--- config.mk ---
export PLATFORM = sky130hd
export DESIGN_NAME = rc4_keystream_cipher
export DESIGN_NICKNAME = d
export VERILOG_FILES = /design/src/hw/rtl/rc4_pkg.sv /design/src/hw/rtl/rc4_perm_ram.sv /design/src/hw/rtl/rc4_keystream_cipher.sv
export SDC_FILE = /design/constraint.sdc
export NUM_CORES = 2
export LEC_CHECK = 0
export BUFFER_PORTS_ARGS = -buffer_cell sky130_fd_sc_hd__clkbuf_2
export CORE_UTILIZATION = 30
export DETAILED_ROUTE_END_ITERATION = 10
export HOLD_SLACK_MARGIN = 0.12
export MAX_ROUTING_LAYER = met4
export PLACE_DENSITY = 0.41
export SLEW_MARGIN = 20
export SYNTH_ARGS = -nofsm -noshare
export SYNTH_HDL_FRONTEND = slang
export SYNTH_SLANG_ARGS = --single-unit
--- constraint.sdc ---
create_clock -name clk_i -period 16.79 [get_ports clk_i]
set_clock_uncertainty 0.2 [all_clocks]
set_input_delay 2.5185 -clock clk_i [delete_from_list [all_inputs] [get_ports clk_i]]
set_output_delay 2.5185 -clock clk_i [all_outputs]
set_load 0.05 [all_outputs]
--- src/hw/rtl/rc4_pkg.sv ---
// Shared types and constants for the RC4 keystream cipher.
// No dependencies; imported by rc4_perm_ram and rc4_keystream_cipher.
`default_nettype none

package rc4_pkg;

  localparam int unsigned TABLE_SIZE = 256;
  localparam int unsigned ADDR_W     = 8;
  localparam int unsigned KEY_BYTES  = 16;
  localparam int unsigned KEY_IDX_W  = 4;
  localparam int unsigned KEY_LEN_W  = 5;
  localparam int unsigned CFG_IDX_W  = 2;
  localparam int unsigned CFG_DATA_W = 64;

  localparam logic [ADDR_W-1:0]    LAST_IDX    = ADDR_W'(TABLE_SIZE - 1);
  localparam logic [KEY_LEN_W-1:0] KEY_LEN_MAX = KEY_LEN_W'(KEY_BYTES);
  localparam logic [KEY_IDX_W-1:0] KEY_IDX_MAX = KEY_IDX_W'(KEY_BYTES - 1);

  typedef enum logic [CFG_IDX_W-1:0] {
    CFG_KEY_LOW    = 2'd0,
    CFG_KEY_HIGH   = 2'd1,
    CFG_KEY_LENGTH = 2'd2
  } rc4_cfg_e;

  typedef enum logic {
    OP_REKEY = 1'b0,
    OP_CRYPT = 1'b1
  } rc4_op_e;

  typedef enum logic [3:0] {
    ST_IDLE,
    ST_D_RDJ,
    ST_D_WRI,
    ST_D_WRJ,
    ST_D_OUT,
    ST_K_CLR,
    ST_K_RD,
    ST_K_J,
    ST_K_WK,
    ST_K_WJ
  } rc4_state_e;

  typedef struct packed {
    logic       operation;
    logic [7:0] data_byte;
    logic       end_of_message;
  } rc4_in_t;

  typedef struct packed {
    logic [7:0] result_byte;
    logic       last_of_message;
  } rc4_out_t;

  typedef struct packed {
    logic              clear;
    logic              we;
    logic [ADDR_W-1:0] waddr;
    logic [7:0]        wdata;
    logic              re;
    logic [ADDR_W-1:0] raddr;
  } rc4_ram_ctrl_t;

endpackage

`default_nettype wire

--- src/hw/rtl/rc4_perm_ram.sv ---
// Permutation table: 256 x 8 memory, one write and one registered read per cycle.
// Per-entry valid bits make an unwritten entry read as its own address (identity).
// Depends on rc4_pkg.
`default_nettype none

module rc4_perm_ram import rc4_pkg::*; (
  input  wire logic          clk_i,
  input  wire logic          rst_ni,
  input  wire rc4_ram_ctrl_t ctrl_i,
  output logic [7:0]         rdata_o
);

  logic [7:0]            mem_q [TABLE_SIZE];
  logic [TABLE_SIZE-1:0] vld_q;
  logic [7:0]            rdata_q;
  logic [ADDR_W-1:0]     raddr_q;
  logic                  rvld_q;

  always_ff @(posedge clk_i) begin
    if (ctrl_i.we) begin
      mem_q[ctrl_i.waddr] <= ctrl_i.wdata;
    end
    if (ctrl_i.re) begin
      rdata_q <= mem_q[ctrl_i.raddr];
      raddr_q <= ctrl_i.raddr;
    end
  end

  always_ff @(posedge clk_i or negedge rst_ni) begin
    if (!rst_ni) begin
      vld_q  <= '0;
      rvld_q <= 1'b0;
    end else begin
      if (ctrl_i.clear) begin
        vld_q <= '0;
      end else if (ctrl_i.we) begin
        vld_q[ctrl_i.waddr] <= 1'b1;
      end
      if (ctrl_i.re) begin
        rvld_q <= vld_q[ctrl_i.raddr];
      end
    end
  end

  assign rdata_o = rvld_q ? rdata_q : raddr_q;

endmodule

`default_nettype wire

--- src/hw/rtl/rc4_keystream_cipher.sv ---
// RC4 keystream cipher top level: handshake, configuration registers, sequencer.
// Depends on rc4_pkg and rc4_perm_ram.
`default_nettype none

// RC4 cipher over a 256-byte permutation table with one write and one registered read
// port and one shared 8-bit adder. A data transaction (operation = 1) holds the
// sequencer from the accepting cycle on: read S[i], read S[j], write S[i],
// write S[j] while reading S[S[i]+S[j]], then load the result register. The order of
// table accesses through the one write and one read port sets these steps, and no
// data transaction is accepted before the last one is through them; an untaken result
// still in the output register stretches the last step. A rekey transaction
// (operation = 0) holds it from the accepting cycle through a step to restore the
// identity table (valid bits cleared at once, no sweep), one to read S[0], then the
// read-j, write-S[i] and write-S[j] states of each of the 256 swap steps, and gives no result.
// in_ready_o is high only while the sequencer is idle; a finished result waits in
// its output register without blocking the next transaction. Key registers
// must be written only while no transaction is in flight; the block does not enforce it.
module rc4_keystream_cipher import rc4_pkg::*; (
  input  wire logic                  clk_i,
  input  wire logic                  rst_ni,
  input  wire logic                  cfg_we_i,
  input  wire logic [CFG_IDX_W-1:0]  cfg_idx_i,
  input  wire logic [CFG_DATA_W-1:0] cfg_wdata_i,
  input  wire logic                  in_valid_i,
  output logic                       in_ready_o,
  input  wire rc4_in_t               in_data_i,
  output logic                       out_valid_o,
  input  wire logic                  out_ready_i,
  output rc4_out_t                   out_data_o
);

  logic [CFG_DATA_W-1:0] key_low_q, key_high_q;
  logic [KEY_LEN_W-1:0]  key_len_q;

  rc4_state_e        state_q, state_d;
  logic [ADDR_W-1:0] i_q, i_d, j_q, j_d;
  logic [7:0]        s_q, s_d, sj_q, sj_d;
  logic              byp_q, byp_d;
  logic [KEY_IDX_W-1:0] kidx_q, kidx_d, len_m1;
  rc4_in_t           in_q, in_d;
  rc4_out_t          out_q, out_d;
  logic              out_valid_q, out_valid_d;

  rc4_ram_ctrl_t ram_ctrl;
  logic [7:0]    ram_rdata, fwd_rd, key_byte;
  logic [7:0]    add_a, add_b, add_c, sum;
  logic [2*CFG_DATA_W-1:0] key_vec;

  rc4_perm_ram u_ram (
    .clk_i   (clk_i),
    .rst_ni  (rst_ni),
    .ctrl_i  (ram_ctrl),
    .rdata_o (ram_rdata)
  );

  always_ff @(posedge clk_i or negedge rst_ni) begin
    if (!rst_ni) begin
      key_low_q  <= '0;
      key_high_q <= '0;
      key_len_q  <= KEY_LEN_MAX;
    end else if (cfg_we_i) begin
      unique case (cfg_idx_i)
        CFG_KEY_LOW:    key_low_q  <= cfg_wdata_i;
        CFG_KEY_HIGH:   key_high_q <= cfg_wdata_i;
        CFG_KEY_LENGTH: key_len_q  <= cfg_wdata_i[KEY_LEN_W-1:0];
        default: ;
      endcase
    end
  end

  // zero length acts as one byte, anything above the maximum saturates
  always_comb begin
    priority if (key_len_q == '0) begin
      len_m1 = '0;
    end else if (key_len_q > KEY_LEN_MAX) begin
      len_m1 = KEY_IDX_MAX;
    end else begin
      len_m1 = KEY_IDX_W'(key_len_q - KEY_LEN_W'(1));
    end
  end

  assign key_vec  = {key_high_q, key_low_q};
  assign key_byte = key_vec[{kidx_q, 3'b000} +: 8];

  // read data with forwarding of a write that hit the address read in the same cycle
  assign fwd_rd = byp_q ? s_q : ram_rdata;

  // shared adder
  always_comb begin
    add_a = '0;
    add_b = '0;
    add_c = '0;
    unique case (state_q)
      ST_IDLE, ST_K_WJ: begin
        add_a = i_q;
        add_b = 8'd1;
      end
      ST_D_RDJ: begin
        add_a = j_q;
        add_b = ram_rdata;
      end
      ST_D_WRJ: begin
        add_a = s_q;
        add_b = sj_q;
      end
      ST_K_J: begin
        add_a = j_q;
        add_b = fwd_rd;
        add_c = key_byte;
      end
      default: ;
    endcase
  end

  assign sum = add_a + add_b + add_c;

  always_comb begin
    state_d     = state_q;
    i_d         = i_q;
    j_d         = j_q;
    s_d         = s_q;
    sj_d        = sj_q;
    byp_d       = byp_q;
    kidx_d      = kidx_q;
    in_d        = in_q;
    out_d       = out_q;
    out_valid_d = out_valid_q && !out_ready_i;
    ram_ctrl    = '0;
    in_ready_o  = 1'b0;
    unique case (state_q)
      ST_IDLE: begin
        in_ready_o     = 1'b1;
        ram_ctrl.re    = 1'b1;
        ram_ctrl.raddr = sum;
        if (in_valid_i) begin
          in_d = in_data_i;
          if (in_data_i.operation == OP_REKEY) begin
            state_d = ST_K_CLR;
          end else begin
            i_d     = sum;
            state_d = ST_D_RDJ;
          end
        end
      end
      ST_D_RDJ: begin
        s_d            = ram_rdata;
        j_d            = sum;
        ram_ctrl.re    = 1'b1;
        ram_ctrl.raddr = sum;
        state_d        = ST_D_WRI;
      end
      ST_D_WRI: begin
        sj_d           = ram_rdata;
        ram_ctrl.we    = 1'b1;
        ram_ctrl.waddr = i_q;
        ram_ctrl.wdata = ram_rdata;
        state_d        = ST_D_WRJ;
      end
      ST_D_WRJ: begin
        ram_ctrl.we    = 1'b1;
        ram_ctrl.waddr = j_q;
        ram_ctrl.wdata = s_q;
        ram_ctrl.re    = 1'b1;
        ram_ctrl.raddr = sum;
        byp_d          = (sum == j_q);
        state_d        = ST_D_OUT;
      end
      ST_D_OUT: begin
        if (!out_valid_q || out_ready_i) begin
          out_d.result_byte     = in_q.data_byte ^ fwd_rd;
          out_d.last_of_message = in_q.end_of_message;
          out_valid_d           = 1'b1;
          state_d               = ST_IDLE;
        end
      end
      ST_K_CLR: begin
        ram_ctrl.clear = 1'b1;
        i_d            = '0;
        j_d            = '0;
        kidx_d         = '0;
        state_d        = ST_K_RD;
      end
      ST_K_RD: begin
        ram_ctrl.re    = 1'b1;
        ram_ctrl.raddr = i_q;
        byp_d          = 1'b0;
        state_d        = ST_K_J;
      end
      ST_K_J: begin
        s_d            = fwd_rd;
        j_d            = sum;
        ram_ctrl.re    = 1'b1;
        ram_ctrl.raddr = sum;
        state_d        = ST_K_WK;
      end
      ST_K_WK: begin
        ram_ctrl.we    = 1'b1;
        ram_ctrl.waddr = i_q;
        ram_ctrl.wdata = ram_rdata;
        state_d        = ST_K_WJ;
      end
      ST_K_WJ: begin
        ram_ctrl.we    = 1'b1;
        ram_ctrl.waddr = j_q;
        ram_ctrl.wdata = s_q;
        if (i_q == LAST_IDX) begin
          i_d     = '0;
          j_d     = '0;
          state_d = ST_IDLE;
        end else begin
          i_d            = sum;
          ram_ctrl.re    = 1'b1;
          ram_ctrl.raddr = sum;
          byp_d          = (sum == j_q);
          kidx_d         = (kidx_q == len_m1) ? '0 : kidx_q + KEY_IDX_W'(1);
          state_d        = ST_K_J;
        end
      end
      default: begin
        state_d = ST_IDLE;
      end
    endcase
  end

  always_ff @(posedge clk_i or negedge rst_ni) begin
    if (!rst_ni) begin
      state_q     <= ST_IDLE;
      i_q         <= '0;
      j_q         <= '0;
      byp_q       <= 1'b0;
      kidx_q      <= '0;
      out_valid_q <= 1'b0;
    end else begin
      state_q     <= state_d;
      i_q         <= i_d;
      j_q         <= j_d;
      byp_q       <= byp_d;
      kidx_q      <= kidx_d;
      out_valid_q <= out_valid_d;
    end
  end

  always_ff @(posedge clk_i) begin
    s_q   <= s_d;
    sj_q  <= sj_d;
    in_q  <= in_d;
    out_q <= out_d;
  end

  assign out_valid_o = out_valid_q;
  assign out_data_o  = out_q;

  a_result_from_out_state: assert property (@(posedge clk_i) disable iff (!rst_ni)
    $rose(out_valid_q) |-> $past(state_q) == ST_D_OUT)
    else $error("result appeared outside the output step");

  a_no_clear_with_write: assert property (@(posedge clk_i) disable iff (!rst_ni)
    ram_ctrl.clear |-> !ram_ctrl.we)
    else $error("table clear collides with a write");

  a_rekey_starts_clear: assert property (@(posedge clk_i) disable iff (!rst_ni)
    (in_valid_i && in_ready_o && in_data_i.operation == OP_REKEY) |=> state_q == ST_K_CLR)
    else $error("rekey transaction did not start key scheduling");

  a_rekey_end_clears_idx: assert property (@(posedge clk_i) disable iff (!rst_ni)
    (state_q == ST_K_WJ && i_q == LAST_IDX) |=> (i_q == '0 && j_q == '0 && state_q == ST_IDLE))
    else $error("indices not cleared at end of key scheduling");

endmodule

`default_nettype wire
* Yosys cells after proc, flatten, opt, wreduce, memory -nomap -nowiden
Memories as Yosys holds them, arrays and structs flattened. A register that Yosys moved wholly into a read port is not among the register bits.
Cells that the tools add are included.
** Storage, ports and cells
- Register bits :: 458
- Bits in writable memories :: 2048
- Memories :: 1
** Operators by class
- $add $sub $neg :: 4
- Magnitude comparators :: 4
- Eq/ne operators :: 19
- Shift operators :: 1
- Mux-type cells :: 39
- Bitwise operators :: 2
- Reductions and logical operators :: 29
** Memory list
- u_ram.mem_q :: words 256, width 8, read ports 1, clocked after Yosys merged registers in 1, wr ports 1, RTL line rc4_perm_ram.sv:13 : logic [7:0] mem_q [TABLE_SIZE];
** Operators by type and width (count)
- 256-bit 2-to-1 mux :: 2
- 256-bit OR :: 1
- 128-bit by 8-bit indexed part select with 8-bit output :: 1
- 8-bit one-hot mux with 3 select lines :: 3
- 8-bit 2-to-1 mux :: 7
- 4-bit one-hot mux with 10 select lines :: 1
- 17-bit one-hot mux with 2 select lines :: 1
- 8-bit one-hot mux with 4 select lines :: 1
- 9-bit one-hot mux with 3 select lines :: 1
- 4-bit 2-to-1 mux :: 6
- 8-bit by 9-bit less-than comparator with 1-bit output, second input constant :: 2
- 2-bit AND reduction :: 9
- 8-bit adder :: 2
- 4-bit by 3-bit equality test with 1-bit output, second input constant :: 4
- 8-bit one-hot mux with 2 select lines :: 1
- 2-bit inequality test, second input constant :: 5
- 1-bit 2-to-1 mux :: 9
- 9-bit 2-to-1 mux :: 1
- 3-bit nonzero test :: 3
- 1-bit binary-select mux with 8-bit select :: 1
- 1-bit demux with 8-bit select :: 1
- 4-bit by 2-bit equality test with 1-bit output, second input constant :: 2
- 4-bit equality test, second input constant :: 2
- 8-bit equality test :: 1
- other kinds (23) :: 31

* Logic depth before layout (Yosys ltp)
- Word-level depth :: 10
- Mapped depth :: 27

* By module
A second synthesis with hierarchy kept.
** Unflattened totals
- Cell total of the unflattened synthesis :: 5266
- Area total of the unflattened synthesis :: 99176.4 um^2
** By module, submodules not included
- rc4_perm_ram :: instances 1, cells an instance 4550, area each 89503.3 um^2, sequential area each 68410.6 um^2
- rc4_keystream_cipher :: instances 1, cells an instance 716, area each 9673.0 um^2, sequential area each 5001.0 um^2

* Worst setup path after synthesis
OpenSTA, ideal clock, no wires.
- Kind :: reg2reg
- From :: register state_q[1]
- To :: memory u_ram.mem_q[0][7], data pin
- Library setup time :: 2189 ps
- Arrival time :: 11199 ps
- Slack :: 3203 ps
- Cell stages (with the launch flop) :: 7
- Buffers on the path :: 3
- Clock period less this slack :: 13587 ps
- Cell sequence :: dfrtp_1 > buf_6 > xnor2_1 > or3_1 > clkbuf_1 > clkbuf_1 > o21ai_0
** RTL lines
- start, declared :: RTL line rc4_keystream_cipher.sv:35 : rc4_state_e state_q, state_d;
- start signal, assigned :: RTL line rc4_keystream_cipher.sv:234 : state_q <= state_d;
- end, declared :: RTL line rc4_perm_ram.sv:13

* Worst setup path in the final report
- From :: register state_q[3]
- To :: register u_ram.rdata_q[6] (read register of u_ram.mem_q), data pin
** Between the ends
- Word-level cells in the longest chain between the ends :: 7
- Elaborated cells on any way between the ends :: 16
- Classes of those cells :: add/sub (2); eq/ne (5); mux (5); reduce/logical (4)
** Ends and longest elaborated chain
- 4-bit equality test, or another cell as far along :: RTL line rc4_keystream_cipher.sv:93, rc4_keystream_cipher.sv:130
- 2-bit OR reduction, on equally long branches
- 8-bit one-hot mux with 4 select lines / 8-bit one-hot mux with 3 select lines (equally long branches) :: RTL line rc4_keystream_cipher.sv:93 : unique case (state_q)
- 8-bit adder (2 in series) :: RTL line rc4_keystream_cipher.sv:115 : assign sum = add_a + add_b + add_c;
- 9-bit 2-to-1 mux :: RTL line rc4_keystream_cipher.sv:206 : if (i_q == LAST_IDX) begin
- 9-bit one-hot mux with 3 select lines * :: RTL line rc4_keystream_cipher.sv:130 : unique case (state_q)
- end, declared :: RTL line rc4_perm_ram.sv:15 : logic [7:0] rdata_q;
Every way passes the cells marked *; elsewhere a longest branch is shown, timed or not.
A chain may end at the register's enable or synchronous reset.

==> results.cfg <==
[floorplan]
rows = 215
core_sq_um = 344000
chipHeight_um = 590
die_w_um = 590
start_util = 0.302
ios = 92
dieArea_sq_um = 348000

[routing]
num_vias = 68300
wl_mm = 361
ant_nets = 0
via_per_inst = 5.17
drc = 0
drtIter0Drc = 6370
firstDrtPassIters = 8
post_drt_wl_per_cell_um = 27.3

[place]
dpl_cell_area_sq_um = 109000
hpwl_mm = 208
place_congestion = 0.815
buffer_ports.inserted = 91
detailedPlace.worstSlack_ns = 7.04

[finish]
multi_input_area_sq_um = 27800
fin_area_sq_um = 119000
fillCellCount = 33600
seq_area_sq_um = 73400
drive_gt1_frac = 0.113
finalNetCount = 8506
syn_to_final_growth_pct = 14.3

[sta]
timing.fmax_mhz = 102
hold_violations = 0
rsz0062_at_grt = false
totalNegativeSetupSlack_ns = 0
worstMarginPinSlew_ns = 1.23
drv_slew = 0
layout_setup_ws_ns = 6.96
setup_viol = 0
period_minus_slack_ns = 9.83
finalCritPeriodShare = 0.586
max-slew-margin-rel = 0.183

[global_routing]
grt_overflow = 0
grt_pass1_wl_mm = 517
grt_max_degree = 165
antenna_found_initial = 20
grt_pass1_vias = 67400
grt_use_total = 0.209

[min_path]
hold_path.class = flop to flop

[clock_network]
post_cts_resized = 0
clock_sinks = 2514
cts_hold_buf = 0
htreeDepth = 5
worstSkewPairLatency_ns = 0.91
clk_pin_slew_worst_paths_ns = 0.06
cts-root-buf = clkbuf_16
post_cts_buffers = 0
tritoncts = done
cts_buffer_depth = 4
cts_made_buffers = 292

[worst_setup_path]
required_ns = 17.28
path_buf_inv = 8
critPathMaxFanout = 148
cp_top_family = buffers and inverters
critical_path_arrival_ns = 10.32
crit_top_cell = buf_4
crit_path_end_kind = flop
worst_path_max_delay_cell = dfrtp_1
worstSetupStartpointType = flop
cpPeakStageDelay_ns = 1.04
criticalPathCategory = flop to flop
cp_cell_sequence = nand2b_1 > nand2b_1 > inv_1 > a222oi_1 > inv_1 > fa_1 > ha_1 > nor2b_1 > o21ai_4 > buf_4 > and3_4 > inv_8 > buf_4 > buf_12 > buf_4 > nand2_1 > nand3_1 > nand3_1 > a41oi_1 > a311oi_1 > buf_4 > o32a_1 > o221ai_1

[yosys]
ys_async_sr_fraction = 0.165
ys_seq_area_frac = 0.707
syn_inst = 8465
syn-cell-area_sq_um = 104000
syn_area_per_cell_sq_um = 12.3
yosysWarnings = 0
synth_edf_count = 2098
ys_seq_elements = 2514
synth.distinct_cells = 79
synth-main-ff-cell = edfxtp_1
syn_nets = 8562

[outcome]
status = complete, no violations

[job]
cap_violations = 0
final timing paths:
path	from	to	slack, ns	cells after the start
hold / removal	in_q[0]	out_data_o[0]	0.23	0
max in group asynchronous	rst_ni	kidx_q[1]	12.87	3
hold reg to reg	in_q[0]	out_data_o[0]	0.23	0
setup / recovery	state_q[3]	u_ram.rdata_q[6]	6.96	23
setup reg to reg	state_q[3]	u_ram.rdata_q[6]	6.96	23
min in group asynchronous	rst_ni	u_ram.vld_q[75]	1.53	1
registers in the layout, indices dropped and copies added (netlist names):
register,flops
s_q,8
key_len_q,5
u_ram.mem_q,2048
key_low_q,64
kidx_q,4
out_valid_o,1
u_ram.vld_q,256
i_q,8
u_ram.raddr_q,8
out_data_o,9
state_q,4
in_q,9
u_ram.rvld_q,1
sj_q,8
u_ram.rdata_q,8
j_q,8
key_high_q,64
byp_q,1
layer usage:
metal,vias up,track usage,wire length [um]
li1,30500,-,-
met1,35400,0.281,161000
met2,1984,0.336,173000
met3,420,0.0268,18900
met4,0,0.0510,8540
met5,-,-,0
cells in the final DEF, fill, tap and decap left out, types with 22 or more instances in the layout:
master | Yosys | final
nor2_2 | 0 | 50
bufinv_16 | 0 | 22
mux4_2 | 38 | 38
clkinv_1 | 0 | 52
and3_1 | 76 | 74
a22o_1 | 36 | 29
buf_4 | 37 | 141
clkbuf_16 | 0 | 298
nand4_1 | 74 | 74
inv_1 | 96 | 95
a211oi_1 | 114 | 114
clkinv_2 | 0 | 33
a41oi_1 | 26 | 26
nand2_1 | 2101 | 2088
a31oi_1 | 80 | 80
o21ai_0 | 32 | 30
nor2_1 | 558 | 502
o21a_1 | 131 | 130
clkbuf_2 | 2 | 90
mux2i_1 | 66 | 66
nand3_1 | 1358 | 1358
dfrtp_1 | 415 | 413
a21oi_1 | 47 | 47
mux2_2 | 154 | 154
edfxtp_1 | 2098 | 2098
a311oi_1 | 32 | 29
clkbuf_1 | 240 | 75
layout make-up:
class                           count  share of cell area
Clock inverter                    135              0.0116
Timing Repair Buffer              255              0.0164
Sequential cell                  2514               0.619
Tap cell                         4557              0.0481
Inverter                          100             0.00329
Antenna cell                       16            0.000337
Multi-Input combinational cell   5246               0.234
Clock buffer                      391              0.0673
synthesized netlist by cell type (11+ instances only):
| cell | count | area share |
|---|---|---|
| a211oi_1 | 114 | 0.0082 |
| a21oi_1 | 47 | 0.0023 |
| a221oi_1 | 27 | 0.0023 |
| a222oi_1 | 12 | 0.0012 |
| a22o_1 | 36 | 0.0030 |
| a22oi_1 | 15 | 0.0011 |
| a311oi_1 | 32 | 0.0027 |
| a31oi_1 | 80 | 0.0048 |
| a41oi_1 | 26 | 0.0022 |
| and3_1 | 76 | 0.0046 |
| buf_1 | 77 | 0.0028 |
| buf_2 | 244 | 0.012 |
| buf_4 | 37 | 0.0027 |
| clkbuf_1 | 240 | 0.0087 |
| dfrtp_1 | 415 | 0.10 |
| edfxtp_1 | 2098 | 0.61 |
| inv_1 | 96 | 0.0035 |
| mux2_2 | 154 | 0.017 |
| mux2i_1 | 66 | 0.0064 |
| mux4_2 | 38 | 0.0082 |
| nand2_1 | 2101 | 0.076 |
| nand2b_1 | 17 | 0.0010 |
| nand3_1 | 1358 | 0.065 |
| nand4_1 | 74 | 0.0045 |
| nor2_1 | 558 | 0.020 |
| nor3_1 | 16 | 0.00077 |
| nor4_1 | 12 | 0.00072 |
| o21a_1 | 131 | 0.0095 |
| o21ai_0 | 32 | 0.0015 |
| o22ai_1 | 11 | 0.00066 |
| or3_1 | 13 | 0.00078 |
| or4_1 | 16 | 0.0012 |
| xnor2_1 | 18 | 0.0015 |
| xor2_1 | 12 | 0.0010 |
kinds of logic after synthesis:
kind of cell	Yosys count	synth area share
adders and majority gates	17	0.00260
and+or+nand+nor	4284	0.178
buffers and inverters	705	0.0302
muxes	258	0.0313
AOI/OAI and AO/OA	656	0.0476
xor gates and xnor gates	31	0.00275
DFF	2514	0.707
stage by stage:
step,hold WS [ns],instances,util
after floorplan,0.200,8465,-
after global placement,0.201,12700,0.317
after detailed placement,0.221,12700,0.318
after CTS,0.234,13200,0.345
after global routing,0.243,13200,0.345
final,0.229,13200,0.345
Power is not shown: default switching activity piles up to over one toggle a cycle in this logic, so the estimate is an artifact.
